--- config.mk ---
export PLATFORM = sky130hd
export DESIGN_NAME = pqa_ctrl
export DESIGN_NICKNAME = d
export VERILOG_FILES = /design/src/rtl/pqa_pkg.sv /design/src/rtl/pqa_ctrl.sv
export SDC_FILE = /design/constraint.sdc
export NUM_CORES = 1
export LEC_CHECK = 0
export BUFFER_PORTS_ARGS = -buffer_cell sky130_fd_sc_hd__buf_4
export CORE_UTILIZATION = 27
export DETAILED_ROUTE_END_ITERATION = 12
export HOLD_SLACK_MARGIN = 0.15
export PLACE_DENSITY = 0.54
export SLEW_MARGIN = 20
export SYNTH_ARGS = -nofsm -noshare
export SYNTH_HDL_FRONTEND = slang
export SYNTH_SLANG_ARGS = --single-unit
--- constraint.sdc ---
create_clock -name i_clk -period 2.8 [get_ports i_clk]
set_clock_uncertainty 0.1 [all_clocks]
set_input_delay 0.56 -clock i_clk [delete_from_list [all_inputs] [get_ports i_clk]]
set_output_delay 0.56 -clock i_clk [all_outputs]
set_load 0.02 [all_outputs]
--- src/rtl/pqa_pkg.sv ---
// Package: types and constants of the PQ ADC top-k search unit
package pqa_pkg;
    localparam int MaxSub = 16;
    localparam int CodeBits = 8;
    localparam int MaxRes = 16;
    localparam int SubW = $clog2(MaxSub);
    localparam int ResW = $clog2(MaxRes);
    localparam int TabDepth = MaxSub * (1 << CodeBits);
    localparam int TabAw = $clog2(TabDepth);
    localparam logic [23:0] IdTop = 24'hFFFFFF;

    typedef enum logic [1:0] {
        CMD_LOAD = 2'd0, CMD_CODE = 2'd1, CMD_START = 2'd2, CMD_FINISH = 2'd3
    } t_cmd;

    localparam logic [1:0] REG_SUB_COUNT = 2'd0;
    localparam logic [1:0] REG_RESULT_COUNT = 2'd1;
    localparam logic [1:0] REG_KEEP_LARGEST = 2'd2;

    typedef struct packed {
        logic [1:0] cmd;
        logic [3:0] sub_index;
        logic [7:0] code;
        logic signed [31:0] table_value;
    } t_in;

    typedef struct packed {
        logic [3:0] rank;
        logic [23:0] vector_id;
        logic signed [39:0] distance;
        logic valid_res;
        logic last;
    } t_out;

    typedef struct packed {
        logic add;
        logic clear;
        logic emit;
        logic [ResW-1:0] emit_idx;
        logic emit_last;
    } t_cmdbus;

    function automatic logic [4:0] clamp_count(input logic [4:0] v, input logic [6:0] top);
        logic [4:0] r;
        begin
            r = v;
            if (v == 5'd0) r = 5'd1;
            if ({2'b00, v} > top) r = top[4:0];
            return r;
        end
    endfunction
endpackage

--- src/rtl/pqa_ctrl.sv ---
// Controller: sequences commands, lookups and finish readout
module pqa_ctrl (
    input  logic              i_clk,
    input  logic              i_rst_n,
    input  logic              i_valid,
    output logic              o_stall,
    input  logic [1:0]        i_cmd,
    input  logic [4:0]        i_result_count,
    output pqa_pkg::t_cmdbus  o_bus,
    output logic              o_valid,
    input  logic              i_out_stall
);
    typedef enum logic [3:0] {
        S_IDLE = 4'b0001, S_LOOK = 4'b0010, S_EMIT = 4'b0100, S_WAIT = 4'b1000
    } t_state;
    t_state r_state, n_state;
    logic [pqa_pkg::ResW:0] r_idx, n_idx;
    logic [4:0] k;
    logic take;

    assign k = pqa_pkg::clamp_count(i_result_count, 7'(pqa_pkg::MaxRes));
    assign o_stall = (r_state != S_IDLE);
    assign take = i_valid && (r_state == S_IDLE);

    always_comb begin
        n_state = r_state;
        n_idx = r_idx;
        o_bus = '0;
        o_valid = 1'b0;
        case (r_state)
            S_IDLE: begin
                if (take) begin
                    case (i_cmd)
                        pqa_pkg::CMD_CODE: n_state = S_LOOK;
                        pqa_pkg::CMD_START: o_bus.clear = 1'b1;
                        pqa_pkg::CMD_FINISH: begin
                            n_state = S_EMIT;
                            n_idx = '0;
                        end
                        default: ;
                    endcase
                end
            end
            S_LOOK: begin
                o_bus.add = 1'b1;
                n_state = S_IDLE;
            end
            S_EMIT: begin
                o_bus.emit = 1'b1;
                o_bus.emit_idx = r_idx[pqa_pkg::ResW-1:0];
                o_bus.emit_last = (6'(r_idx) + 6'd1 == 6'(k));
                n_state = S_WAIT;
            end
            S_WAIT: begin
                o_valid = 1'b1;
                if (!i_out_stall) begin
                    n_idx = r_idx + 1'b1;
                    n_state = (6'(r_idx) + 6'd1 == 6'(k)) ? S_IDLE : S_EMIT;
                end
            end
            default: n_state = S_IDLE;
        endcase
    end

    always_ff @(posedge i_clk) begin
        if (!i_rst_n) begin
            r_state <= S_IDLE;
            r_idx <= '0;
        end else begin
            r_state <= n_state;
            r_idx <= n_idx;
        end
    end
endmodule

# == Yosys cells after proc, flatten, opt, wreduce, memory -nomap -nowiden ==
# Cells that the tools add are included.
# op_classes
order_cmp,1
eq_ne,13
mux,17
n_reduce_logical,5
add_sub_neg,2
# ops
op,count
$mux 5,5
$pmux 4 s3,1
$pmux 5 s2,1
$mux 4,2
$pmux 4 s2,1
$add 5x1->6 const B,1
$eq 6x5->1,1
$mux 6,1
$add 5x1->5 const B,1
$gt 5x5->1 const B,1
$logic_not 5->1,1
$mux 1,5
$eq 2x2->1 const B,2
$eq 4x1->1 const B,1
$eq 4x2->1 const B,1
$eq 4x3->1 const B,1
$eq 4x4->1 const B,1
$ne 2x2->1 const B,2
$ne 4x1->1 const B,1
$reduce_and 4->1,1
$mux 3,1
$ne 3x1->1 const B,1
$reduce_and 3->1,1
$eq 2x1->1 const B,1
3 further kinds,3
# word_totals
ff_bits,9
in_bits,11
wordCells,40
out_inout_bits,10

# == Depth between registers and ports, before layout ==
# depth
word_depth,7
ltp_mapped,6
mapped_depth_nobuf,6

# == Worst setup path before layout ==
# OpenSTA, ideal clock, no wires.
# synth_timing
kind,register to output
start,reg r_idx[0] (netlist name)
end,out o_bus[0] (netlist name)
path_stages_with_launch,7
path_buffers,0
arrival_time_ps,1738
required_ps,2140
setup_slack_ps,402
path_cell_list,dfxtp_1 ha_1 xor2_1 or4_4 o211ai_2 o211ai_2 nor2_1
# synth_rtl
element,line,rtl
start: declaration,pqa_ctrl.sv:17,"logic [pqa_pkg::ResW:0] r_idx, n_idx;"
start signal: assignment,pqa_ctrl.sv:71,r_idx <= n_idx;
end: declaration,pqa_ctrl.sv:9,"output pqa_pkg::t_cmdbus o_bus,"

==> impl_results.md <==
- Status: completed
- Core Rows: 18
- Final setup violation count: 0
- Initial antenna violation count: 0
- Core area: 2520 um^2
- CTS root buffer: clkbuf_4
- Clk buf depth: 2
- Worst EP arrival: 2.00 ns
- CTS clock-pin slew for the worst setup and hold paths: 0.07 ns
- CTS tree: done
- Synth top area cells: dfxtp_1 (24%), o21ai_0 (4.1%), nor2_1 (4.1%)
- Number of synthesized flops with an enable pin: 0
- Maxcap violations: 0
- Hpwl dp: 1.37 mm
- N_diodes: 0
- Crit path max-delay family: simple AND/OR/NAND/NOR gates
- Hold crit path type: primary input to flip-flop
- Gr usage total: 13.3%
- Final Cell Area: 947 um^2
- Worst skew pair latency: 0.26 ns
- Largest net degree at the start of global routing: 10
- DRT Pass-1 Iters: 4
- Critical path's largest stage delay: 0.50 ns
- Final setup margin: 0.136 ns
- Critical Path Start Type: flip-flop
- Period Utilization, post-route: 95.2%
- Critical path depth: 7
- Tmin final: 2.66 ns
- Max Clock Freq: 375 MHz
- Cell mode on critical path: o211ai_2
- Worst hold path depth: 2
- Leak: 0.375 nW
- # DRC: 0
- Dpl cell area: 918 um^2
- Layout area overhead: 28.7%
- Layout cell share with drive strength beyond 1: 31.0%
- Placed cells: 139
- Setup TNS Final: 0 ns
- Synth top area share: 24.5%
- CP max FO: 4
- Clk sink count: 9
- Buf+Inv Stages, Crit Path: 1
- Post-DRT Antenna Nets: 0
- Final count of hold timing violations: 0
- Area leader, netlist: dfxtp_1
- Share of the yosys chip area belonging to registers: 24.5%
- Slew at the pin with the worst max-slew slack: 0.675 ns
- Highest-delay cell along the critical path: or4_4
- Avg WL per Cell: 12.4 um
- DR vias: 755
- FF-to-FF path depth: 6
- Dpl ws: 0.344 ns
- Vias in the first global route: 632
- Yosys reg bits: 9
- GRT overflow: 0
- Hold-fix buffers, CTS: 0
- Final wirelength: 1.77 mm
- H-tree lvl count: 1
- Cell with the most instances after synthesis: dfxtp_1
- Critical path class: flip-flop to output port
- Worst EP required: 2.14 ns
- Syn. warnings: 0
- CTS buffer count: 3
- Routability Congestion: 0.810
- Initial cell density of the core: 29.2%
- First-pass GRT wire length: 2.75 mm
- Unique cell type count in the Yosys netlist: 42
- Drt initial violations: 23
- Min Hold Slack: 0.384 ns
- Predominant post-synthesis flop cell: dfxtp_1
- Mapped Cells: 90
- Unrepaired setup endpoints after global routing: no
- Die width: 54.2 um
- Mean post-synth cell area: 8.17 um^2
- Pins over their slew limit: 0
- VDD IR max: 0.000233 V
- Setup crit end kind: output port
- Routed vias/inst: 5.28
- IO buf count: 20
- Die footprint: 2940 um^2
- Die height: 54.2 um
- Syn nets: 102
- Power density over cell area: 322 nW/um^2
- Synth async-reset ratio: 0%
- Post-Layout Cell Count: 143
- Top cells by count, synth: dfxtp_1 (9), nor2_1 (8), o21ai_0 (6)
- Mapped Area: 736 um^2
- Critical-path cell list: ha_2 -> xor2_1 -> or4_4 -> o211ai_2 -> o211ai_2 -> nor2_1 -> buf_4
- Relative slew margins: 54.9%
- # IOs: 21
- Final Net Count: 126
- FILL cells: 269
[flip-flops by register name, indices dropped and copies added (netlist names)]
| signal | cells |
|---|---|
| r_idx | 5 |
| r_state | 4 |
[through the flow]
| step | power [mW] | utilization [%] |
|---|---|---|
| global placement | 0.206 | 36.4 |
| global route | 0.326 | 37.5 |
| detailed placement | 0.207 | 36.4 |
| CTS | 0.311 | 37.5 |
| floorplan | 0.177 | - |
| finish | 0.305 | 37.5 |
[where the power goes]
part	internal [mW]	total (mW)	leakage, nW	switching (mW)
Clock	0.0548	0.101	0.0150	0.0462
Combinational	0.0327	0.0669	0.288	0.0342
Sequential	0.131	0.137	0.0729	0.00634
[cells by family after synthesis]
logic type | Yosys count | share of synthesized area (%)
multiplexers | 1 | 1.36
AND/OR/NAND/NOR | 49 | 43.9
flip-flops | 9 | 24.5
XOR/XNOR | 3 | 3.57
buffers and inverters | 5 | 3.23
AO/OA/AOI/OAI | 22 | 21.8
adder cells (fa/ha/maj) | 1 | 1.70
[metal layers]
| metal | wire, um | up-vias | track usage [%] |
|---|---|---|---|
| li1 | - | 381 | - |
| met1 | 833 | 351 | 16.4 |
| met2 | 842 | 21 | 22.6 |
| met3 | 89 | 2 | 1.69 |
| met4 | 6 | 0 | 6.41 |
| met5 | 0 | - | 0 |
[layout make-up]
cell class,instances,area [um^2],share of cell area (%)
Clock buffer,4,26.3,2.77
Inverter,3,11.3,1.19
Multi-Input combinational cell,76,534,56.4
Sequential cell,9,180,19.0
Tap cell,30,37.5,3.96
Timing Repair Buffer,21,158,16.6
[cells in the final DEF (no fill, tap or decap), types with 4 or more instances in the layout]
cell | Yosys | layout
and2_1 | 4 | 4
buf_4 | 1 | 21
dfxtp_1 | 9 | 9
nor2_1 | 8 | 8
nor2b_1 | 4 | 4
nor3_1 | 4 | 4
o21ai_0 | 6 | 6
[worst paths after layout]
kind / start / slack, ns / endpoint
max: r_idx[1] / 0.14 / o_bus[0]
min: i_cmd[1] / 0.38 / r_state[1]
max reg2reg: r_idx[1] / 0.90 / r_state[2]
min reg2reg: r_idx[2] / 0.46 / r_idx[2]
[repair_timing]
| action | in CTS | in global routing |
|---|---|---|
| resized for setup | 0 | 1 |
| setup buffers | 0 | 0 |
| endpoints found under the setup margin | 0 | 1 |
[worst reg2reg max path: cells and delay by family (launching register included)]
kind / cells / cell delay (ns)
adder cells (fa/ha/maj): 1 / 0.23
AO/OA/AOI/OAI: 3 / 0.47
flip-flops: 1 / 0.38
AND/OR/NAND/NOR: 1 / 0.50
XOR/XNOR: 1 / 0.11
No activity file was read; power rests on OpenSTA's default activity.
